==> config.mk <==
export PLATFORM = sky130hd
export DESIGN_NAME = av1_obu_splitter_unit
export DESIGN_NICKNAME = d
export VERILOG_FILES = /design/src/rtl/core/aos_pkg.sv /design/src/rtl/core/aos_parser.sv /design/src/rtl/core/av1_obu_splitter_unit.sv
export SDC_FILE = /design/constraint.sdc
export NUM_CORES = 1
export LEC_CHECK = 0
export BUFFER_PORTS_ARGS = -buffer_cell sky130_fd_sc_hd__buf_4
export CORE_ASPECT_RATIO = 0.9
export CORE_MARGIN = 2
export CORE_UTILIZATION = 45
export DETAILED_ROUTE_END_ITERATION = 12
export GPL_TIMING_DRIVEN = 0
export PLACE_DENSITY_LB_ADDON = 0.25
export SYNTH_ARGS = -nofsm -noshare
export SYNTH_HDL_FRONTEND = slang
export SYNTH_SLANG_ARGS = --single-unit
==> constraint.sdc <==
create_clock -name clk_i -period 9.87 [get_ports clk_i]
set_clock_uncertainty 0.15 [all_clocks]
set_input_delay 0 -clock clk_i [delete_from_list [all_inputs] [get_ports clk_i]]
set_output_delay 0 -clock clk_i [all_outputs]
set_load 0.005 [all_outputs]
==> src/rtl/core/aos_pkg.sv <==
// Shared types and constants of the OBU splitter.
package aos_pkg;

  // Width of the size-field byte counter; it saturates at its top value.
  localparam int unsigned SizeCntW = 4;
  localparam logic [SizeCntW-1:0] SizeCntTop = '1;

  // Width of the declared payload length.
  localparam int unsigned SizeW = 64;

  // Byte roles.
  localparam logic [1:0] ROLE_HEADER  = 2'd0;
  localparam logic [1:0] ROLE_EXT     = 2'd1;
  localparam logic [1:0] ROLE_SIZE    = 2'd2;
  localparam logic [1:0] ROLE_PAYLOAD = 2'd3;

  // Error codes.
  localparam logic [1:0] ERR_NONE      = 2'd0;
  localparam logic [1:0] ERR_NO_EXT    = 2'd1;
  localparam logic [1:0] ERR_BAD_SIZE  = 2'd2;
  localparam logic [1:0] ERR_OVERRUN   = 2'd3;

  // OBU types that are dropped downstream.
  localparam logic [3:0] TYPE_TILE_LIST = 4'd8;
  localparam logic [3:0] TYPE_PADDING   = 4'd15;

  // Header byte fields.
  localparam int unsigned HdrExtBit  = 2;
  localparam int unsigned HdrSizeBit = 1;
  localparam int unsigned HdrTypeLsb = 3;
  localparam int unsigned HdrTypeMsb = 6;

  // LEB128 continuation bit.
  localparam int unsigned LebMoreBit = 7;

  // Parser phases, one-hot.
  typedef enum logic [5:0] {
    PH_HEADER = 6'b000001,
    PH_EXT    = 6'b000010,
    PH_SIZE   = 6'b000100,
    PH_SIZED  = 6'b001000,
    PH_TOEND  = 6'b010000,
    PH_SKIP   = 6'b100000
  } aos_phase_e;

  // One tagged result item.
  typedef struct packed {
    logic [7:0] data;
    logic [1:0] role;
    logic [3:0] otype;
    logic       keep;
    logic       obu_start;
    logic       obu_end;
    logic       packet_end;
    logic [1:0] error_code;
  } aos_result_t;

endpackage

==> src/rtl/core/aos_parser.sv <==
// Byte-level OBU header and LEB128 size parser with its packet state.
module aos_parser
  import aos_pkg::*;
#(
  parameter int unsigned MAX_SIZE_BYTES = 10
) (
  input  logic        clk_i,
  input  logic        rst_ni,
  input  logic        step_i,
  input  logic [7:0]  data_byte_i,
  input  logic        last_i,
  output aos_result_t result_o
);

  aos_phase_e            phase_q, phase_d;
  logic [1:0]            err_q, err_d;
  logic [3:0]            type_q, type_d;
  logic                  size_flag_q, size_flag_d;
  logic [SizeW-1:0]      accum_q, accum_d;
  logic [SizeCntW-1:0]   cnt_q, cnt_d;
  logic [SizeW-1:0]      left_q, left_d;

  logic [6:0]            shamt;
  logic [SizeW-1:0]      accum_add;
  logic [SizeW-1:0]      left_dec;
  logic [1:0]            role;
  logic                  start;
  logic                  obu_end;
  logic [1:0]            err_new;

  // Position of this size byte's seven data bits in the accumulated value.
  assign shamt     = 7'(cnt_q) * 7'd7;
  assign accum_add = accum_q | (SizeW'(data_byte_i[6:0]) << shamt);
  assign left_dec  = left_q - SizeW'(1);

  // Next-state and tag logic for the current byte.
  always_comb begin
    phase_d     = phase_q;
    type_d      = type_q;
    size_flag_d = size_flag_q;
    accum_d     = accum_q;
    cnt_d       = cnt_q;
    left_d      = left_q;
    role        = ROLE_PAYLOAD;
    start       = 1'b0;
    obu_end     = 1'b0;
    err_new     = ERR_NONE;

    case (phase_q)
      PH_HEADER: begin
        type_d      = data_byte_i[HdrTypeMsb:HdrTypeLsb];
        size_flag_d = data_byte_i[HdrSizeBit];
        accum_d     = '0;
        cnt_d       = '0;
        left_d      = '0;
        role        = ROLE_HEADER;
        start       = 1'b1;
        if (data_byte_i[HdrExtBit]) begin
          phase_d = PH_EXT;
          if (last_i) err_new = ERR_NO_EXT;
        end else if (data_byte_i[HdrSizeBit]) begin
          phase_d = PH_SIZE;
          if (last_i) err_new = ERR_BAD_SIZE;
        end else begin
          phase_d = PH_TOEND;
          obu_end = last_i;
        end
      end
      PH_EXT: begin
        role = ROLE_EXT;
        if (size_flag_q) begin
          phase_d = PH_SIZE;
          if (last_i) err_new = ERR_BAD_SIZE;
        end else begin
          phase_d = PH_TOEND;
          obu_end = last_i;
        end
      end
      PH_SIZE: begin
        role    = ROLE_SIZE;
        accum_d = accum_add;
        cnt_d   = (cnt_q < SizeCntTop) ? cnt_q + SizeCntW'(1) : cnt_q;
        if (data_byte_i[LebMoreBit]) begin
          if (cnt_d >= SizeCntW'(MAX_SIZE_BYTES) || last_i) err_new = ERR_BAD_SIZE;
        end else begin
          left_d = accum_add;
          if (accum_add == '0) begin
            obu_end = 1'b1;
            phase_d = PH_HEADER;
          end else begin
            phase_d = PH_SIZED;
            if (last_i) err_new = ERR_OVERRUN;
          end
        end
      end
      PH_SIZED: begin
        left_d = left_dec;
        if (left_dec == '0) begin
          obu_end = 1'b1;
          phase_d = PH_HEADER;
        end else if (last_i) begin
          err_new = ERR_OVERRUN;
        end
      end
      PH_TOEND: begin
        obu_end = last_i;
      end
      PH_SKIP: begin
        role = ROLE_PAYLOAD;
      end
      default: begin
        phase_d = PH_HEADER;
      end
    endcase

    // An error latches and skips the rest of the packet.
    err_d = err_q;
    if (err_new != ERR_NONE) begin
      err_d   = err_new;
      phase_d = PH_SKIP;
    end
  end

  // Result tags for this byte.
  always_comb begin
    result_o.data       = data_byte_i;
    result_o.role       = role;
    result_o.otype      = type_d;
    result_o.keep       = (type_d != TYPE_TILE_LIST) && (type_d != TYPE_PADDING);
    result_o.obu_start  = start;
    result_o.obu_end    = obu_end;
    result_o.packet_end = last_i;
    result_o.error_code = err_d;
  end

  // Control state; a packet end returns the parser to its start.
  always_ff @(posedge clk_i or negedge rst_ni) begin
    if (!rst_ni) begin
      phase_q <= PH_HEADER;
      err_q   <= ERR_NONE;
    end else if (step_i) begin
      if (last_i) begin
        phase_q <= PH_HEADER;
        err_q   <= ERR_NONE;
      end else begin
        phase_q <= phase_d;
        err_q   <= err_d;
      end
    end
  end

  // Per-OBU fields; each is rewritten at a header before it is read.
  always_ff @(posedge clk_i) begin
    if (step_i) begin
      type_q      <= type_d;
      size_flag_q <= size_flag_d;
      accum_q     <= accum_d;
      cnt_q       <= cnt_d;
      left_q      <= left_d;
    end
  end

endmodule

==> src/rtl/core/av1_obu_splitter_unit.sv <==
// Top level of the OBU splitter: input register, parser and result register.
// The item passes from the input register through the parser into the result register.
// Throughput: one byte per cycle while no result is held at the output; the parser state updates in a single step.
// The input register takes a new item while a result waits to be taken only if it is empty.
// Reset (rst_ni low, asynchronous) empties both registers and starts a packet.
module av1_obu_splitter_unit
  import aos_pkg::*;
#(
  parameter int unsigned MAX_SIZE_BYTES = 10
) (
  input  logic       clk_i,
  input  logic       rst_ni,
  input  logic       in_valid_i,
  output logic       in_stall_o,
  input  logic [7:0] data_byte_i,
  input  logic       last_in_packet_i,
  output logic       out_valid_o,
  input  logic       out_stall_i,
  output logic [7:0] byte_out_o,
  output logic [1:0] byte_role_o,
  output logic [3:0] obu_type_o,
  output logic       keep_o,
  output logic       obu_start_o,
  output logic       obu_end_o,
  output logic       packet_end_o,
  output logic [1:0] error_code_o
);

  logic        in_valid_q;
  logic [7:0]  in_byte_q;
  logic        in_last_q;
  logic        out_valid_q;
  aos_result_t out_q;
  aos_result_t result;
  logic        in_accept;
  logic        advance;

  // Handshake: the item moves on unless a result is held by the consumer.
  assign advance    = in_valid_q && !(out_valid_q && out_stall_i);
  assign in_stall_o = in_valid_q && !advance;
  assign in_accept  = in_valid_i && !in_stall_o;

  // Input register.
  always_ff @(posedge clk_i or negedge rst_ni) begin
    if (!rst_ni) begin
      in_valid_q <= 1'b0;
    end else if (in_accept) begin
      in_valid_q <= 1'b1;
    end else if (advance) begin
      in_valid_q <= 1'b0;
    end
  end

  always_ff @(posedge clk_i) begin
    if (in_accept) begin
      in_byte_q <= data_byte_i;
      in_last_q <= last_in_packet_i;
    end
  end

  // Parser.
  aos_parser #(
    .MAX_SIZE_BYTES(MAX_SIZE_BYTES)
  ) u_parser (
    .clk_i      (clk_i),
    .rst_ni     (rst_ni),
    .step_i     (advance),
    .data_byte_i(in_byte_q),
    .last_i     (in_last_q),
    .result_o   (result)
  );

  // Result register.
  always_ff @(posedge clk_i or negedge rst_ni) begin
    if (!rst_ni) begin
      out_valid_q <= 1'b0;
    end else if (advance) begin
      out_valid_q <= 1'b1;
    end else if (!out_stall_i) begin
      out_valid_q <= 1'b0;
    end
  end

  always_ff @(posedge clk_i) begin
    if (advance) begin
      out_q <= result;
    end
  end

  assign out_valid_o  = out_valid_q;
  assign byte_out_o   = out_q.data;
  assign byte_role_o  = out_q.role;
  assign obu_type_o   = out_q.otype;
  assign keep_o       = out_q.keep;
  assign obu_start_o  = out_q.obu_start;
  assign obu_end_o    = out_q.obu_end;
  assign packet_end_o = out_q.packet_end;
  assign error_code_o = out_q.error_code;

  // A start mark only ever sits on a header byte.
  a_start_is_header: assert property (@(posedge clk_i) disable iff (!rst_ni)
    out_valid_o && obu_start_o |-> byte_role_o == ROLE_HEADER)
    else $error("obu_start on a byte that is not a header");

  // A failed OBU never carries an end mark.
  a_no_end_on_error: assert property (@(posedge clk_i) disable iff (!rst_ni)
    out_valid_o && error_code_o != ERR_NONE |-> !obu_end_o)
    else $error("obu_end on a byte of a failed OBU");

  // The input side stalls only while a result is held at the output.
  a_stall_cause: assert property (@(posedge clk_i) disable iff (!rst_ni)
    in_stall_o |-> out_valid_o && out_stall_i)
    else $error("input stalled without a held result");

endmodule
==> flow_summary.ini, run 1 <==
[clock_tree]
post_cts_resize_count = 0
clock_insertion_delay_worst_skew_ns = 0.44
clk_transition_reported_paths_ns = 0.07
cts_setup_buffers = 0
tritoncts = built
clock-root-buffer = clkbuf_16
number_of_buffers_inserted_for_hold_repair_after_clock_tree_synthesis = 14
cts_made_buffers = 17
cts_max_level = 4
cts_sinks = 172
cts-root-to-sink-buffers = 2

[synthesis]
synthXorXnorAreaFrac = 0.05567
syn_area_um2 = 9283
main_combinational_cell_family_by_area_after_synthesis = simple AND/OR/NAND/NOR gates
synth.area.mux_share = 0.004448
synth-warning-count = 0
yosys.area_share.simple = 0.2180
yosys.area_share.adder = 0.005392
synth_top_area_share = 0.5241
syn_area_per_cell_um2 = 10.71
synth_async_sr_flop_share = 0.05814
synth-edff-count = 162
ys_top_cells_by_area = edfxtp_1 (52%), nor2_1 (4.5%), o22ai_1 (4.2%), a21oi_1 (4.2%), xnor2_1 (3.5%)
synth.net_count = 884
synth_top_cell_by_area = edfxtp_1
seq_cells_post_synth = 172
ys_dominant_reg_cell = edfxtp_1
synth_seq_area_share = 0.5512
area_fraction_in_compound_gates_after_synthesis = 0.1356
yosys.cell_types.count = 67
postSynthCellCount = 867

[grt]
grt_overflow = 0
grt_pass1_wl_um = 42920
grt_pass1_vias = 7112
number_of_antenna_violations_at_the_first_check_in_global_routing = 0
grt_usage = 0.2622
pin_count_of_the_biggest_net_entering_global_routing = 36

[sta]
setup-violations-final = 0
max-slew-margin-rel = 0.1779
max_freq_mhz = 221.2
fin_crit_sh = 0.4580
unrepaired_setup_endpoints_after_global_routing = false
timing_max_transition_violations_final = 0
tightest_slew_ns = 1.230
final_period_minus_worst_setup_slack_ns = 4.520
finalHoldViolCount = 0
final.setup.tns_ns = 0

[critical_path]
timing.critical_path.slowest_stage_cell = nor4_2
crit_type = flop to flop
crit_path_cell_trace = inv_1, ha_1, clkbuf_1, nor4b_1, nand4_1, nor3_1, nand2_1, a22oi_1, nand4_1, nor4_2, a211oi_1, a2111o_1
cp-end-kind = flop
crit_path_top_cell_by_count = nand4_1
critPathArrivalTime_ns = 4.55
critical_path_peak_fanout = 10
slowest_delay_ns = 0.59
cp.required_ns = 9.90
crit_path_start_kind = flop

[floorplanning]
die-area_um2 = 21790
core_area_um2 = 20110
die-width_um = 155.4
ioPinCount = 35
floorplan.initialDensity = 0.4616
die_h_um = 140.3
std_cell_rows = 49

[placement]
buffer_ports.inserted = 34
gp_congestion = 0.9062
hpwl_um = 20540

[flow_run]
max_cap_violations = 0

[final_layout]
nNetsFinal = 957
post_route_cells_drive_above_1_share = 0.1133
area_growth_syn_to_layout_pct = 15.55
ant_cells = 0

[power]
post-layout-total-power_mw = 2.426
leakagePower_nw = 3.399
ir_drop_mv = 0.1355
power_density_nw_per_um2 = 226.1

[route]
vias_per_cell = 6.602
wirelength_um = 28370
route.vias.total = 7975
drc = 0
count_of_nets_left_with_antenna_violations_after_detail_routing = 0
detailedRoute.firstPassIterationCount = 7
detail_route.iter0.violations = 1281
wl_per_cell_um = 23.49

[status]
status = finished clean

[hold_path]
hp-class = input port to flop
==> per-layer routing <==
layer / vias up / global-route usage / routed length (um)
met5: - / 0 / 0
met3: 49 / 0.07673 / 3556
met2: 517 / 0.3661 / 12010
met1: 3886 / 0.3914 / 12130
met4: 0 / 0.08450 / 671
li1: 3523 / - / -
==> cells in the mapped netlist (4+ instances only) <==
master	n
nor4_1	36
xnor2_1	37
nor3_1	32
or4_1	8
dfrtp_1	9
inv_1	15
buf_1	11
nand4_1	29
nand3_1	15
o22ai_1	63
nand3b_1	9
o211ai_1	4
a41o_1	4
and3_1	4
o21ai_0	15
a211oi_1	5
nand2b_1	7
buf_2	8
a31oi_1	9
clkbuf_1	37
or2_2	5
nand2_1	36
nor3b_1	5
nor2_1	111
xor2_1	22
a21oi_1	77
edfxtp_1	162
nor2b_1	6
nor4b_1	10
ha_1	4
or3_1	8
nor4_4	5
==> cell type report <==
cell class	instances	area, um^2
Buffer	56	220.2
Clock buffer	17	425.4
Clock inverter	15	141.4
Fill cell	1776	9383
Inverter	15	56.30
Multi-Input combinational cell	624	3928
Sequential cell	172	5116
Tap cell	255	319.1
Timing Repair Buffer	54	520.5
==> sequential cells by signal, summed over array words and instances, names as in the netlist, 2 cells and up <==
| register | flops |
|---|---|
| u_parser.err_q | 2 |
| u_parser.phase_q | 6 |
| byte_role_o | 2 |
| u_parser.type_q | 4 |
| u_parser.accum_q | 64 |
| in_byte_q | 8 |
| u_parser.left_q | 64 |
| error_code_o | 2 |
| byte_out_o | 8 |
| u_parser.cnt_q | 4 |
==> power by group <==
group	total (mW)	internal [mW]	switching, mW
clock network	0.664	0.352	0.311
registers	1.12	0.995	0.128
logic	0.639	0.218	0.421
==> path summary, 6_finish.rpt <==
kind                            depth (start not counted)                              end                         start  slack [ns]
worst max-delay path                                   12        error_code_o[1]$_DFFE_PP_  u_parser.left_q[1]$_DFFE_PP_        5.35
worst min-delay path                                    2           in_byte_q[5]$_DFFE_PP_                data_byte_i[5]        0.12
worst max register to register                         12        error_code_o[1]$_DFFE_PP_  u_parser.left_q[1]$_DFFE_PP_        5.35
worst min register to register                          0          byte_out_o[2]$_DFFE_PP_        in_byte_q[2]$_DFFE_PP_        0.30
max in group asynchronous                               3  u_parser.phase_q[0]$_DFFE_PN1P_                        rst_ni        8.78
min in group asynchronous                               3           in_valid_q$_DFFE_PN0P_                        rst_ni        0.44
==> layout by cell type (no fill, tap or decap), drive strengths merged, types with 8 or more instances in the layout <==
| master | count |
|---|---|
| dfrtp | 9 |
| a21oi | 77 |
| or4 | 8 |
| dlygate4sd3 | 14 |
| nand2 | 36 |
| o21ai | 15 |
| inv | 20 |
| nand4 | 31 |
| nor2 | 111 |
| o22ai | 63 |
| a31oi | 9 |
| buf | 59 |
| or3 | 9 |
| xor2 | 22 |
| nand3 | 16 |
| nand3b | 9 |
| clkbuf | 54 |
| xnor2 | 37 |
| nor4b | 13 |
| edfxtp | 162 |
| nor4 | 43 |
| nor3 | 34 |
==> per-stage QoR <==
step                      hold slack, ns  instances  instance area, um^2    util  setup WS (ns)
after floorplan                  -0.4456        867                 9283       -          2.756
after global placement           -0.3105       1156                 9857  0.4902         0.1655
after detailed placement         -0.3119       1162                10020  0.4983          5.533
after CTS                         0.1079       1208                10730  0.5334          5.532
after global routing              0.1126       1208                10730  0.5334          5.196
final                             0.1168       1208                10730  0.5334          5.350
==> kinds of logic after synthesis <==
group	after synthesis
adders and majority gates	4
buffers and inverters	71
and+or+nand+nor	353
xor gates and xnor gates	59
AOI/OAI and AO/OA	204
DFF	172
muxes	4
==> critical path: cells and delay by family, from the launching register on <==
| kind | cells | cell delay, ns |
|---|---|---|
| AO/OA/AOI/OAI | 3 | 0.89 |
| adder cells (fa/ha/maj) | 1 | 0.25 |
| buffers and inverters | 2 | 0.53 |
| flip-flops | 1 | 0.55 |
| AND/OR/NAND/NOR | 6 | 1.89 |
Note: power is estimated with default switching activity, not from simulation.
==> run 2: changes to the inputs <==
clock period = 3.77 ns   (was 9.87 ns; I/O delays follow)
==> flow_summary.ini, run 2 (synthesis results as in run 1) <==
[power]
leakagePower_nw = 3.682
power_density_nw_per_um2 = 587.0
ir_drop_mv = 0.2873

[hold_path]
hold_path_depth = 2
hp-class = input port to flop

[critical_path]
critical_path_peak_fanout = 6
cp.required_ns = 3.80
crit_type = flop to flop
slowest_delay_ns = 0.49
crit_path_leading_delay_family = simple AND/OR/NAND/NOR gates
timing.critical_path.slowest_stage_cell = or3_4
critPathArrivalTime_ns = 3.76
critical_path_depth = 9
timing.reg2reg.worst_path_depth = 9
crit_path_cell_trace = nor4_4, nand3_2, or3_4, o41a_1, a211oi_2, nand4_1, nor4_4, a211oi_2, a2111o_1
cp-end-kind = flop
cp_num_buf_inv = 0
crit_path_start_kind = flop

[floorplanning]
die-width_um = 155.4
floorplan.initialDensity = 0.4616
ioPinCount = 35
die_h_um = 140.3
core_area_um2 = 20110
std_cell_rows = 49
die-area_um2 = 21790

[route]
detail_route.iter0.violations = 1233
count_of_nets_left_with_antenna_violations_after_detail_routing = 0
wirelength_um = 29590
route.vias.total = 8159
drc = 0
wl_per_cell_um = 23.84
detailedRoute.firstPassIterationCount = 5
vias_per_cell = 6.575

[sta]
setup-violations-final = 0
timing_max_transition_violations_final = 0
unrepaired_setup_endpoints_after_global_routing = true
max-slew-margin-rel = 0.4537
final.setup.tns_ns = 0
max_freq_mhz = 268.6
finalHoldViolCount = 0
fin_crit_sh = 0.9876
fin_worst_hold_slack_ns = 0.1295
postLayoutSetupSlackWorst_ns = 0.04682
tightest_slew_ns = 0.8185
final_period_minus_worst_setup_slack_ns = 3.723

[clock_tree]
cts_max_level = 4
clock-root-buffer = clkbuf_16
clk_transition_reported_paths_ns = 0.07
tritoncts = built
clock_insertion_delay_worst_skew_ns = 0.44
cts_made_buffers = 17
cts-root-to-sink-buffers = 2
cts_sinks = 172

[status]
status = finished clean

[grt]
grt_pass1_wl_um = 43700
grt_overflow = 0
grt_usage = 0.2675
grt_pass1_vias = 7285
number_of_antenna_violations_at_the_first_check_in_global_routing = 1
pin_count_of_the_biggest_net_entering_global_routing = 37

[final_layout]
mostFrequentLayoutCells = edfxtp_1 (162), nor2_1 (108), a21oi_1 (77)
utilization_after_layout = 0.5641
layout.cells.most_common = edfxtp_1
area_growth_syn_to_layout_pct = 22.21
layout.cells.non_filler = 1241
post_route_cells_drive_above_1_share = 0.1836
nNetsFinal = 990
ant_cells = 0
biggestRegsByFlops = u_parser.accum_q x64, u_parser.left_q x64
n_fill_cell = 1719

[placement]
gp_congestion = 0.9290
buffer_ports.inserted = 34
preCtsSetupSlack_ns = -0.5533
hpwl_um = 20680
place_inst = 1162

[flow_run]
max_cap_violations = 0
## run 2: changes by cell type in the layout (fill, tap and decap cells not counted), moves of 4 or more
| cell | change |
|---|---|
| nor4_2 | +9 |
| nor3_1 | -9 |
| nor4_1 | -12 |
| clkinvlp_4 | +4 |
| buf_4 | +35 |
| nor4b_4 | +4 |
| clkinv_4 | -4 |
| nor3_4 | +6 |
| clkbuf_2 | +5 |
| clkbuf_1 | -5 |
## run 2: final cells by class
cell class	count	area, um^2	share of cell area
multi-input combinational	625	4240	0.3738
inverter	15	56.30	0.004963
sequential	172	5116	0.4510
clock inverter	12	161.4	0.01423
timing repair buffer	87	760.7	0.06706
tap	255	319.1	0.02812
buffer	55	234.0	0.02062
clock buffer	20	456.7	0.04026
## run 2: metal layers
layer / routed length [um] / global-route usage
met2: 12870 / 0.3801
met5: 9 / 0
met3: 3483 / 0.04950
met1: 12470 / 0.4144
met4: 749 / 0.08160
## run 2: final timing paths
| path | start | end | slack [ns] |
|---|---|---|---|
| worst max-delay path | u_parser.left_q[27]$_DFFE_PP_ | error_code_o[1]$_DFFE_PP_ | 0.05 |
| worst min-delay path | data_byte_i[3] | in_byte_q[3]$_DFFE_PP_ | 0.13 |
| worst max register to register | u_parser.left_q[27]$_DFFE_PP_ | error_code_o[1]$_DFFE_PP_ | 0.05 |
| worst min register to register | in_byte_q[2]$_DFFE_PP_ | byte_out_o[2]$_DFFE_PP_ | 0.31 |
| max in group asynchronous | rst_ni | u_parser.phase_q[0]$_DFFE_PN1P_ | 2.66 |
| min in group asynchronous | rst_ni | u_parser.err_q[1]$_DFFE_PN0P_ | 0.45 |
## run 2: per-stage QoR
| step | power [mW] | area (um^2) |
|---|---|---|
| final | 6.660 | 11340 |
| after global placement | 4.479 | 9906 |
| after floorplan | 3.903 | 9331 |
| after CTS | 6.492 | 11000 |
| after global routing | 6.895 | 11340 |
| after detailed placement | 4.573 | 10040 |
## run 2: worst reg2reg max path, stage by stage, from the launching register on
cell and delay (ns):
edfxtp_1 0.48, nor4_4 0.40, nand3_2 0.23, or3_4 0.49, o41a_1 0.37, a211oi_2 0.21, nand4_1 0.18, nor4_4 0.43
a211oi_2 0.14, a2111o_1 0.40
## run 2: timing repair
item,4_1_cts,5_1_grt
buffers inserted,7,26
hold buffers,14,0
cloned,0,1
gates resized for setup,26,37
endpoints found under the setup margin,5,22
pin swaps,9,20
endpoints found under the hold margin,21,0
## run 2: where the power goes
part / switching [mW] / internal [mW] / leakage [nW] / total [mW]
Sequential: 0.365 / 2.61 / 1.69 / 2.97
Clock: 0.785 / 1.08 / 0.282 / 1.87
Combinational: 1.16 / 0.656 / 1.71 / 1.82
Total: 2.31 / 4.35 / 3.68 / 6.66
